`config.mk`:
```
export PLATFORM = sky130hd
export DESIGN_NAME = windowed_current_rms_top
export DESIGN_NICKNAME = d
export VERILOG_FILES = /design/src/rtl/wcrms_pkg.sv /design/src/rtl/windowed_current_rms_top.sv /design/src/rtl/wcrms_ctrl.sv /design/src/rtl/wcrms_dp.sv
export SDC_FILE = /design/constraint.sdc
export NUM_CORES = 2
export LEC_CHECK = 0
export BUFFER_PORTS_ARGS = -buffer_cell sky130_fd_sc_hd__buf_2
export CORE_ASPECT_RATIO = 0.5
export CORE_MARGIN = 2
export CORE_UTILIZATION = 40
export DETAILED_ROUTE_END_ITERATION = 8
export PLACE_DENSITY = 0.53
export RECOVER_POWER = 50
export SLEW_MARGIN = 20
export SYNTH_ARGS = -nofsm -noshare
export SYNTH_HDL_FRONTEND = slang
export SYNTH_HIERARCHICAL = 1
export SYNTH_SLANG_ARGS = --single-unit
```
`constraint.sdc`:
```
create_clock -name clk -period 15.9 [get_ports clk]
set_input_delay 0.795 -clock clk [delete_from_list [all_inputs] [get_ports clk]]
set_output_delay 0.795 -clock clk [all_outputs]
set_load 0.005 [all_outputs]
```
`src/rtl/wcrms_pkg.sv`:
```
// ----------------------------------------------------------------------------
// wcrms_pkg
// shared constants and command/status types for the windowed rms estimator
// ----------------------------------------------------------------------------
package wcrms_pkg;

	localparam int WindowSamples = 32;
	localparam int SlotW         = $clog2(WindowSamples);
	localparam int FillW         = $clog2(WindowSamples + 1);
	localparam int SumW          = 32 + $clog2(WindowSamples);
	localparam int Sqrt2X100     = 141;
	localparam int PctScale      = 100;
	localparam int RmsMax        = 32767;

	// reciprocal of 141/100 scaled by 2^SineShift, rounded up; exact for 15-bit magnitudes
	localparam int     SineShift = 30;
	localparam longint SineMul   =
		((longint'(PctScale) <<< SineShift) + longint'(Sqrt2X100) - 1) / longint'(Sqrt2X100);

	localparam logic CfgRmsMode = 1'b0;
	localparam logic CfgDcOff   = 1'b1;

	typedef struct packed {
		logic load;      // take sample, write window, clear accumulators
		logic scan_rd;   // issue window read at scan index
		logic scan_acc;  // marks the last fold of read data; the datapath folds on rd_ok_q
		logic div_start; // start sum / count (true mode), register sine estimate
		logic sq1_start; // first root
		logic ac_prep;   // register first root for squaring and dc subtraction
		logic sq2_start; // second root
		logic fin;       // register result
	} wcrms_cmd_t;

	typedef struct packed {
		logic scan_last;
		logic div_done;
		logic sq_done;
	} wcrms_sts_t;

endpackage

```
`src/rtl/windowed_current_rms_top.sv`:
```
// ----------------------------------------------------------------------------
// windowed_current_rms_top
// sliding-window rms estimator for signed current samples
// ----------------------------------------------------------------------------
// channel  direction  handshake            word
// sample   in         sample_valid/stall   sample_ma
// result   out        rms_valid/rms_stall  rms_ma
// cfg      in         cfg_valid/cfg_ready  cfg_index, cfg_data
//
// from acceptance to a valid result the word passes the window scan (one
// memory read a cycle), then in true mode only a bit-serial divider for
// sum/count and a square root unit used twice; the sequencer returns to
// idle before the next word is taken
// reset clears fill count, write slot, control and output registers; window memory and accumulators are unreset
// the result sits in an output register; a stalled result holds the sequencer
// ----------------------------------------------------------------------------
module windowed_current_rms_top import wcrms_pkg::*; (
	input  logic               clk,
	input  logic               arst_n,
	input  logic               sample_valid,
	output logic               sample_stall,
	input  logic signed [15:0] sample_ma,
	output logic               rms_valid,
	input  logic               rms_stall,
	output logic [14:0]        rms_ma,
	input  logic               cfg_valid,
	output logic               cfg_ready,
	input  logic               cfg_index,
	input  logic [15:0]        cfg_data
);

	wcrms_cmd_t         cmd;
	wcrms_sts_t         sts;
	logic               busy;
	logic               mode_q;
	logic signed [15:0] dc_q;
	logic               out_free;

	// config taken only while the sequencer is idle
	assign cfg_ready = !busy;

	always_ff @(posedge clk or negedge arst_n) begin
		if (!arst_n) begin
			mode_q <= 1'b0;
			dc_q   <= '0;
		end else if (cfg_valid && cfg_ready) begin
			case (cfg_index)
				CfgRmsMode: mode_q <= cfg_data[0];
				CfgDcOff:   dc_q   <= cfg_data;
				default:    ;
			endcase
		end
	end

	// one word in flight; output register drains independently
	assign sample_stall = busy;
	assign out_free     = !rms_valid || !rms_stall;

	always_ff @(posedge clk or negedge arst_n) begin
		if (!arst_n)       rms_valid <= 1'b0;
		else if (cmd.fin)  rms_valid <= 1'b1;
		else if (!rms_stall) rms_valid <= 1'b0;
	end

	wcrms_ctrl u_ctrl (
		.clk      (clk),
		.arst_n   (arst_n),
		.in_go    (sample_valid),
		.mode     (mode_q),
		.sts      (sts),
		.out_free (out_free),
		.cmd      (cmd),
		.busy     (busy)
	);

	wcrms_dp u_dp (
		.clk    (clk),
		.arst_n (arst_n),
		.cmd    (cmd),
		.sample (sample_ma),
		.mode   (mode_q),
		.dc_off (dc_q),
		.sts    (sts),
		.result (rms_ma)
	);

endmodule

```
`src/rtl/wcrms_ctrl.sv`:
```
// ----------------------------------------------------------------------------
// wcrms_ctrl
// sequencer for window scan, divide and two square roots; sine mode skips the divide and roots
// ----------------------------------------------------------------------------
module wcrms_ctrl import wcrms_pkg::*; (
	input  logic       clk,
	input  logic       arst_n,
	input  logic       in_go,
	input  logic       mode,
	input  wcrms_sts_t sts,
	input  logic       out_free,
	output wcrms_cmd_t cmd,
	output logic       busy
);

	typedef enum logic [8:0] {
		ST_IDLE = 9'b000000001,
		ST_SCAN = 9'b000000010,
		ST_LAST = 9'b000000100,
		ST_DIV  = 9'b000001000,
		ST_SQ1  = 9'b000010000,
		ST_AC   = 9'b000100000,
		ST_SQ2  = 9'b001000000,
		ST_FIN  = 9'b010000000,
		ST_WAIT = 9'b100000000
	} state_t;

	state_t state_q, state_d;

	always_comb begin
		state_d = state_q;
		cmd     = '0;
		busy    = 1'b1;
		case (state_q)
			ST_IDLE: begin
				busy = 1'b0;
				if (in_go) begin
					cmd.load = 1'b1;
					state_d  = ST_SCAN;
				end
			end
			ST_SCAN: begin
				cmd.scan_rd = 1'b1;
				if (sts.scan_last) state_d = ST_LAST;
			end
			ST_LAST: begin
				cmd.scan_acc = 1'b1;
				state_d      = ST_DIV;
			end
			ST_DIV: begin
				cmd.div_start = 1'b1;
				state_d       = ST_SQ1;
			end
			ST_SQ1: begin
				if (sts.div_done) begin
					if (mode) begin
						cmd.sq1_start = 1'b1;
						state_d       = ST_AC;
					end else begin
						state_d = ST_WAIT;
					end
				end
			end
			ST_AC: begin
				if (sts.sq_done) begin
					cmd.ac_prep = 1'b1;
					state_d     = ST_SQ2;
				end
			end
			ST_SQ2: begin
				cmd.sq2_start = 1'b1;
				state_d       = ST_FIN;
			end
			ST_FIN: begin
				if (sts.sq_done) state_d = ST_WAIT;
			end
			ST_WAIT: begin
				if (out_free) begin
					cmd.fin = 1'b1;
					state_d = ST_IDLE;
				end
			end
			default: state_d = ST_IDLE;
		endcase
	end

	always_ff @(posedge clk or negedge arst_n) begin
		if (!arst_n) state_q <= ST_IDLE;
		else         state_q <= state_d;
	end

endmodule

```
`src/rtl/wcrms_dp.sv`:
```
// ----------------------------------------------------------------------------
// wcrms_dp
// window memory, min/max and square accumulators, divider and root unit
// ----------------------------------------------------------------------------
module wcrms_dp import wcrms_pkg::*; (
	input  logic               clk,
	input  logic               arst_n,
	input  wcrms_cmd_t         cmd,
	input  logic signed [15:0] sample,
	input  logic               mode,
	input  logic signed [15:0] dc_off,
	output wcrms_sts_t         sts,
	output logic [14:0]        result
);

	logic signed [15:0] mem [WindowSamples];
	logic signed [15:0] rd_q;
	logic [SlotW-1:0]   wslot_q;
	logic [FillW-1:0]   fill_q;
	logic [FillW-1:0]   idx_q;
	logic               rd_ok_q;
	logic signed [15:0] hi_q, lo_q;
	logic [SumW-1:0]    sum_q;
	logic [FillW-1:0]   last_idx;

	// divider: sum of squares by fill count, restoring, one bit a cycle
	logic [SumW-1:0]    num_q, quo_q;
	logic [SumW:0]      rem_q;
	logic [7:0]         den_q;
	logic [6:0]         dcnt_q;
	logic               dbusy_q;
	logic [SumW:0]      rem_sh;

	// root unit: 32-bit floor isqrt, one radicand bit pair per step
	logic [31:0]        sq_n_q, sq_root_q, sq_bit_q;
	logic               sqbusy_q;
	logic [32:0]        sq_trial;

	logic [31:0]        root1_q;
	logic [31:0]        dc2_q;
	logic [31:0]        tot_s1;
	logic [16:0]        p2p;
	logic [45:0]        sine_prod;
	logic [14:0]        sine_q;

	assign last_idx = fill_q - 1'b1;
	assign sts.scan_last = (idx_q == last_idx);
	assign p2p    = 17'({hi_q[15], hi_q} - {lo_q[15], lo_q});
	// half peak-to-peak times 100/141 by reciprocal multiply
	assign sine_prod = 46'(p2p[16:1]) * 46'(SineMul);
	assign rem_sh = {rem_q[SumW-1:0], num_q[SumW-1]};
	assign sq_trial = {1'b0, sq_root_q} + {1'b0, sq_bit_q};
	assign tot_s1 = root1_q * root1_q;

	always_ff @(posedge clk) begin
		if (cmd.load) mem[wslot_q] <= sample;
		rd_q <= mem[idx_q[SlotW-1:0]];
	end

	always_ff @(posedge clk or negedge arst_n) begin
		if (!arst_n) begin
			wslot_q  <= '0;
			fill_q   <= '0;
			dbusy_q  <= 1'b0;
			sqbusy_q <= 1'b0;
			rd_ok_q  <= 1'b0;
			result   <= '0;
		end else begin
			rd_ok_q <= cmd.scan_rd;
			if (cmd.load) begin
				wslot_q <= (32'(wslot_q) == WindowSamples - 1) ? '0 : wslot_q + 1'b1;
				if (32'(fill_q) < WindowSamples) fill_q <= fill_q + 1'b1;
			end
			if (cmd.div_start && mode) dbusy_q <= 1'b1;
			else if (dbusy_q && dcnt_q == 7'(SumW - 1)) dbusy_q <= 1'b0;
			if (cmd.sq1_start || cmd.sq2_start) sqbusy_q <= 1'b1;
			else if (sqbusy_q && sq_bit_q[1:0] != 2'b00) sqbusy_q <= 1'b0;
			if (cmd.fin) begin
				if (mode) result <= (sq_root_q > 32'(RmsMax)) ? 15'(RmsMax)
					: sq_root_q[14:0];
				else result <= sine_q;
			end
		end
	end

	always_ff @(posedge clk) begin
		if (cmd.load) begin
			idx_q <= '0;
			sum_q <= '0;
			hi_q  <= 16'sh8000;
			lo_q  <= 16'sh7fff;
		end else if (cmd.scan_rd) begin
			idx_q <= idx_q + 1'b1;
		end
		if (rd_ok_q) begin
			if (rd_q > hi_q) hi_q <= rd_q;
			if (rd_q < lo_q) lo_q <= rd_q;
			sum_q <= sum_q + SumW'($unsigned(32'(rd_q * rd_q)));
		end
		if (cmd.div_start) begin
			sine_q <= sine_prod[SineShift +: 15];
			num_q  <= sum_q;
			den_q  <= 8'(fill_q);
			rem_q  <= '0;
			quo_q  <= '0;
			dcnt_q <= '0;
		end else if (dbusy_q) begin
			num_q  <= num_q << 1;
			dcnt_q <= dcnt_q + 1'b1;
			if (rem_sh >= (SumW+1)'(den_q)) begin
				rem_q <= rem_sh - (SumW+1)'(den_q);
				quo_q <= {quo_q[SumW-2:0], 1'b1};
			end else begin
				rem_q <= rem_sh;
				quo_q <= {quo_q[SumW-2:0], 1'b0};
			end
		end
		// quotient of sum/count fits in 32 bits (max 2^30)
		if (cmd.sq1_start || cmd.sq2_start) begin
			sq_n_q    <= cmd.sq1_start ? quo_q[31:0]
				: ((tot_s1 > dc2_q) ? tot_s1 - dc2_q : '0);
			sq_root_q <= '0;
			sq_bit_q  <= 32'h4000_0000;
		end else if (sqbusy_q) begin
			if ({1'b0, sq_n_q} >= sq_trial) begin
				sq_n_q    <= sq_n_q - sq_trial[31:0];
				sq_root_q <= (sq_root_q >> 1) + sq_bit_q;
			end else begin
				sq_root_q <= sq_root_q >> 1;
			end
			sq_bit_q <= sq_bit_q >> 2;
		end
		if (cmd.ac_prep) root1_q <= sq_root_q;
		dc2_q <= $unsigned(32'(dc_off * dc_off));
	end

	assign sts.div_done = !dbusy_q && !(cmd.div_start && mode);
	assign sts.sq_done  = !sqbusy_q && !cmd.sq1_start && !cmd.sq2_start;

endmodule

```
## After elaboration in Yosys (flattened, before gate mapping)

Memories as Yosys holds them, arrays and structs flattened. A register that Yosys moved wholly into a read port is not among the register bits.
Cells that the tools add are included.

| word-level totals | value |
|---|---|
| bits in writable memories | 512 |
| bits in latches | 0 |
| register bits after elaboration | 409 |
| memories | 1 |
| output and inout bits | 18 |
| ROM bits | 0 |
| word-level logic and storage cells | 146 |
| input port bits | 38 |

Memories:

| memory | words | width | read ports | clocked after memory_dff | wr ports | RTL line | text |
|---|---|---|---|---|---|---|---|
| u_dp.mem | 32 | 16 | 1 | 1 | 1 | wcrms_dp.sv:16 | `logic signed [15:0] mem [WindowSamples];` |

| operators by class | value |
|---|---|
| divide/modulo/power cells | 0 |
| $mul | 4 |
| add/subtract/negate cells | 12 |
| multiplexer cells | 50 |
| shifts and indexed selects | 0 |
| bitwise logic cells | 1 |
| order comparisons | 7 |
| reductions and logical operators | 27 |
| equal/unequal tests | 19 |

Operators by type and width:

| operator | count |
|---|---|
| 2-to-1 mux 32 bit | 6 |
| 2-to-1 mux 37 bit | 5 |
| 2-to-1 mux 16 bit | 6 |
| case mux 9 bit (9 select lines) | 1 |
| multiplier 16 x 16 -> 32 bit | 2 |
| subtractor 32 bit | 2 |
| 2-to-1 mux 9 bit | 7 |
| multiplier 16 x 30 -> 45 bit (second input constant) | 1 |
| greater-or-equal comparator 38 x 6 -> 1 bit | 1 |
| adder 37 x 32 -> 37 bit | 1 |
| subtractor 37 x 6 -> 37 bit | 1 |
| adder 32 x 31 -> 33 bit | 1 |
| greater-or-equal comparator 32 x 33 -> 1 bit | 1 |
| adder 31 x 31 -> 32 bit | 1 |
| > comparator 32 x 15 -> 1 bit (second input constant) | 1 |
| > comparator 32 bit | 1 |
| multiplier 32 x 32 -> 32 bit | 1 |
| 2-to-1 mux 15 bit | 2 |
| 2-to-1 mux 1 bit | 22 |
| subtractor 16 x 16 -> 17 bit | 1 |
| > comparator 16 bit | 1 |
| less-than comparator 16 bit | 1 |
| adder 6 x 1 -> 6 bit (second input constant) | 2 |
| inequality test 2 bit (second input constant) | 6 |
| other kinds (25) | 46 |

## Depth between registers and ports, before layout

| depth | value |
|---|---|
| depth in word-level cells | 12 |
| gate-level depth with buffers | 38 |
| depth with buffers taken out | 35 |

## Hierarchy

Netlist, hierarchy kept.

By module, submodules not included:

| module | times used | cells an instance | area each (um^2) | sequential area each (um^2) |
|---|---|---|---|---|
| wcrms_dp | 1 | 7,263 | 81,159.1 | 25,029.0 |
| windowed_current_rms_top | 1 | 41 | 732.0 | 450.4 |
| wcrms_ctrl | 1 | 72 | 675.6 | 226.5 |

## Least setup slack after synthesis

OpenSTA, ideal clock, no wires.

| timing path | value |
|---|---|
| kind | reg-to-reg |
| from | register u_dp.root1_q[2] |
| to | register u_dp.sq_n_q[25] (data pin) |
| buffers on the path | 4 |
| cell stages (with the launch flop) | 33 |
| library setup time | 0.275 ns |
| period minus slack after synthesis | 9.077 ns |
| path slack | 6.823 ns |
| data required time | 15.625 ns |
| arrival time | 8.802 ns |
| path through | edfxtp_1 clkbuf_1 clkbuf_1 nand2_1 inv_1 fa_1 fa_1 fa_1 inv_1 fa_1 inv_1 fa_1 ha_1 fa_1 fa_1 ha_1 or3_1 or3_1 o21ai_0 a21oi_1 o41a_1 a21o_1 a211oi_1 a21oi_1 xor2_1 ha_1 clkbuf_1 nand3_1 or4_1 o31ai_1 a21o_1 clkbuf_1 o221ai_1 |

| on the way | value |
|---|---|
| cells in the longest elaborated chain, start to end | 5 |
| elaborated cells between the ends (all ways) | 6 |
| classes of those cells | 1 x add/sub; 1 x mul; 1 x order compare; 3 x mux |

Ends and longest elaborated chain:

| what | RTL line | text |
|---|---|---|
| start, declared | wcrms_dp.sv:39 | `logic [31:0] root1_q;` |
| start signal, assigned | wcrms_dp.sv:133 | `if (cmd.ac_prep) root1_q <= sq_root_q;` |
| multiplier 32 x 32 -> 32 bit (*) | wcrms_dp.sv:53 | `assign tot_s1 = root1_q * root1_q;` |
| subtractor 32 bit or > comparator 32 bit (tied branches) | wcrms_dp.sv:121 | `: ((tot_s1 > dc2_q) ? tot_s1 - dc2_q : '0);` |
| 2-to-1 mux 32 bit (*) | wcrms_dp.sv:121 |  |
| 2-to-1 mux 32 bit (*) | wcrms_dp.sv:120 | `sq_n_q <= cmd.sq1_start ? quo_q[31:0]` |
| 2-to-1 mux 32 bit (*) | wcrms_dp.sv:119 | `if (cmd.sq1_start \|\| cmd.sq2_start) begin` |
| end signal, assigned | wcrms_dp.sv:120 |  |
| end signal, assigned | wcrms_dp.sv:126 | `sq_n_q <= sq_n_q - sq_trial[31:0];` |
| end, declared | wcrms_dp.sv:35 | `logic [31:0] sq_n_q, sq_root_q, sq_bit_q;` |

Mark *: on every way between the ends. The rest lies on a longest branch, timed or not.
A chain may end at the register's enable or synchronous reset.

## Worst setup path in the final report

| timing path | value |
|---|---|
| from | register u_dp.root1_q[7] |
| to | register u_dp.sq_n_q[0] (data pin) |

| on the way | value |
|---|---|
| cells in the longest elaborated chain, start to end | 5 |

Ends and longest elaborated chain:

| what | RTL line |
|---|---|
| multiplier 32 x 32 -> 32 bit | wcrms_dp.sv:53 |
| > comparator 32 bit | wcrms_dp.sv:121 |
| 2-to-1 mux 32 bit | wcrms_dp.sv:121 |
| 2-to-1 mux 32 bit | wcrms_dp.sv:120 |
| 2-to-1 mux 32 bit | wcrms_dp.sv:119 |

Every way passes these cells.

==> impl_metrics.toml <==
[route]
first_drt_pass_iteration_count = 5
drc = 0
routed_via_density = 5.07
postRouteAntennaNets = 0
postRouteWirelength_um = 199000
num_vias = 51700
wl_per_cell_um = 19.5
dr.first_iter.drc_count = 3042

[floorplanning]
dieHeight_um = 325
floorplan.io_pins = 56
placementRows = 117
initial_utilization = 0.404
die_width_um = 646
die-area_um2 = 210000
core_um2 = 204000

[setup_path]
family_of_cells_with_the_greatest_summed_delay_on_the_critical_path = "adder cells"
timing.setup.critical_path_class = "flop to flop"
crit_path_max_incr_delay_ns = 0.94
crit_path_frequent_cell = "sky130_fd_sc_hd__fa_1"
critPathLaunchType = "flop"
critical_path_required_ns = 16.32
worst-endpoint-arrival_ns = 10.72
cp_slowest_cell = "sky130_fd_sc_hd__edfxtp_1"
crit_buf_inv = 3
timing.critical_path.to_type = "flop"
worstPathMaxFanout = 24

[yosys]
number_of_synthesis_warnings = 6
netlist_instances = 7375
syn-mean-instance-area_um2 = 11.2
synthesis.nets = 9083
syn_area_um2 = 82600

[sta]
timing_hold_violations_final = 0
min_period_ns = 10.30
slew_headroom = -2.11
finalCritPeriodShare = 0.648
max_freq_ghz = 0.0970
setup-tns-final_ns = 0
grt_setup_unrepaired = "no"
setup_violating_endpoint_count_in_the_final_report = 0
fin_skew_ns = 0.0398
tightestPinTransition_ns = 4.66
report.final.slew_viol_count = 487

[flow_run]
drv.max_cap_violation_count = 11

[cts]
numClockSinks = 935
cts_repair_resizes = 0
cts_tree = "yes"
cts.clk_slew.worst_paths_ns = 0.07
clockBufferDepth = 3
root_buffer = "sky130_fd_sc_hd__clkbuf_16"
cts-htree-levels = 3
clock_insertion_delay_worst_skew_ns = 0.74
tritoncts.num_buffers = 93

[finish]
fin_nets = 9092
mostFrequentLayoutCell = "sky130_fd_sc_hd__inv_1"
postLayoutCellArea_um2 = 89100
flow.area_growth_from_synthesis_pct = 7.95
mostFrequentLayoutCells = "sky130_fd_sc_hd__inv_1, sky130_fd_sc_hd__fa_1, sky130_fd_sc_hd__edfxtp_1"
layout_cell_share_with_drive_strength_beyond_1 = 0.0786
final_util = 0.436

[outcome]
violations = "capacitance limit, slew limit"
outcome = "finished with violations"

[place]
hpwlAfterDp_um = 148000
dpl_cell_area_um2 = 86200
gp_congestion = 0.869
place.port_buffers = 55

[worst_hold_path]
hold_path.class = "primary input to flop"

[global_route]
grt_max_degree = 77
wire_length_of_the_first_global_routing_pass_um = 318000
total_gr_overflow = 0
number_of_antenna_violations_at_the_first_check_in_global_routing = 11
first_global_vias = 54600
grt_util_all_layers = 0.194
[flip-flops by register name, summed over array words and instances, names as in the netlist, 31 cells and up]
register and flops:
u_dp/root1_q 31, u_dp/sq_root_q 32, u_dp/rem_q 37, u_dp/quo_q 32
u_dp/sum_q 37, u_dp/num_q 37, u_dp/sq_n_q 32, u_dp/dc2_q 31
u_dp/mem 512
[final timing paths]
path                            startpoint              end  slack, ns  cells past startpoint
setup / recovery           u_dp/root1_q[7]   u_dp/sq_n_q[0]       5.60                     27
hold / removal                cfg_data[10]         dc_q[10]       0.30                      2
setup reg to reg           u_dp/root1_q[7]   u_dp/sq_n_q[0]       5.60                     27
hold reg to reg              u_dp/rem_q[1]    u_dp/rem_q[2]       0.49                      2
max in group asynchronous           arst_n     u_dp/dbusy_q      11.28                      3
min in group asynchronous           arst_n  u_dp/wslot_q[2]       0.84                      2
[stage by stage]
stage | cells | setup WS [ns] | hold WS (ns)
detailed placement | 10000 | 5.70 | 0.491
global route | 10200 | 5.05 | 0.264
floorplan | 7375 | 6.82 | 0.396
finish | 10200 | 5.60 | 0.296
global placement | 10000 | 5.86 | 0.477
CTS | 10200 | 5.63 | 0.221
[what timing repair did]
action	in CTS	in global routing
setup buffers	0	0
hold endpoints to repair	12	0
hold buffers	1	0
[layer usage]
metal | vias up | track usage | wire [um]
li1 | 24400 | - | -
met1 | 26400 | 0.272 | 92600
met2 | 722 | 0.329 | 96800
met3 | 160 | 0.0206 | 6540
met4 | 4 | 0.0310 | 2700
met5 | - | 0 | 27
[area by class of cell]
type                    count  area, um2
inverters                1465       5500
flip-flops and latches    935      25700
clock inverters            58        598
well taps                2737       3420
diodes                      2       5.00
multi-input cells        4744      50500
clock buffers             117       2480
repair buffers            145        910
fillers                 19600     115000
[worst reg2reg max path, cell delays in order, from the launching register on]
cell	delay (ns)
sky130_fd_sc_hd__edfxtp_1	0.94
sky130_fd_sc_hd__nand2_1	0.25
sky130_fd_sc_hd__fa_1	0.60
sky130_fd_sc_hd__inv_1	0.05
sky130_fd_sc_hd__fa_1	0.49
sky130_fd_sc_hd__fa_1	0.53
sky130_fd_sc_hd__inv_1	0.05
sky130_fd_sc_hd__fa_1	0.50
sky130_fd_sc_hd__inv_1	0.06
sky130_fd_sc_hd__fa_1	0.46
sky130_fd_sc_hd__ha_1	0.31
sky130_fd_sc_hd__fa_1	0.52
sky130_fd_sc_hd__fa_1	0.41
sky130_fd_sc_hd__ha_1	0.25
sky130_fd_sc_hd__or3_1	0.34
sky130_fd_sc_hd__or3_1	0.34
sky130_fd_sc_hd__o21ai_0	0.28
sky130_fd_sc_hd__a21oi_1	0.17
sky130_fd_sc_hd__o41ai_1	0.57
sky130_fd_sc_hd__xnor2_1	0.18
sky130_fd_sc_hd__ha_1	0.27
sky130_fd_sc_hd__a21o_1	0.19
sky130_fd_sc_hd__a21o_1	0.16
sky130_fd_sc_hd__a21oi_1	0.26
sky130_fd_sc_hd__o311ai_0	0.25
sky130_fd_sc_hd__a221oi_1	0.53
sky130_fd_sc_hd__a21o_1	0.77
sky130_fd_sc_hd__o221ai_1	0.25
Power is left out: the tool's default activity adds up to more than one toggle a clock period on the data nets, which glitch-free logic cannot reach.
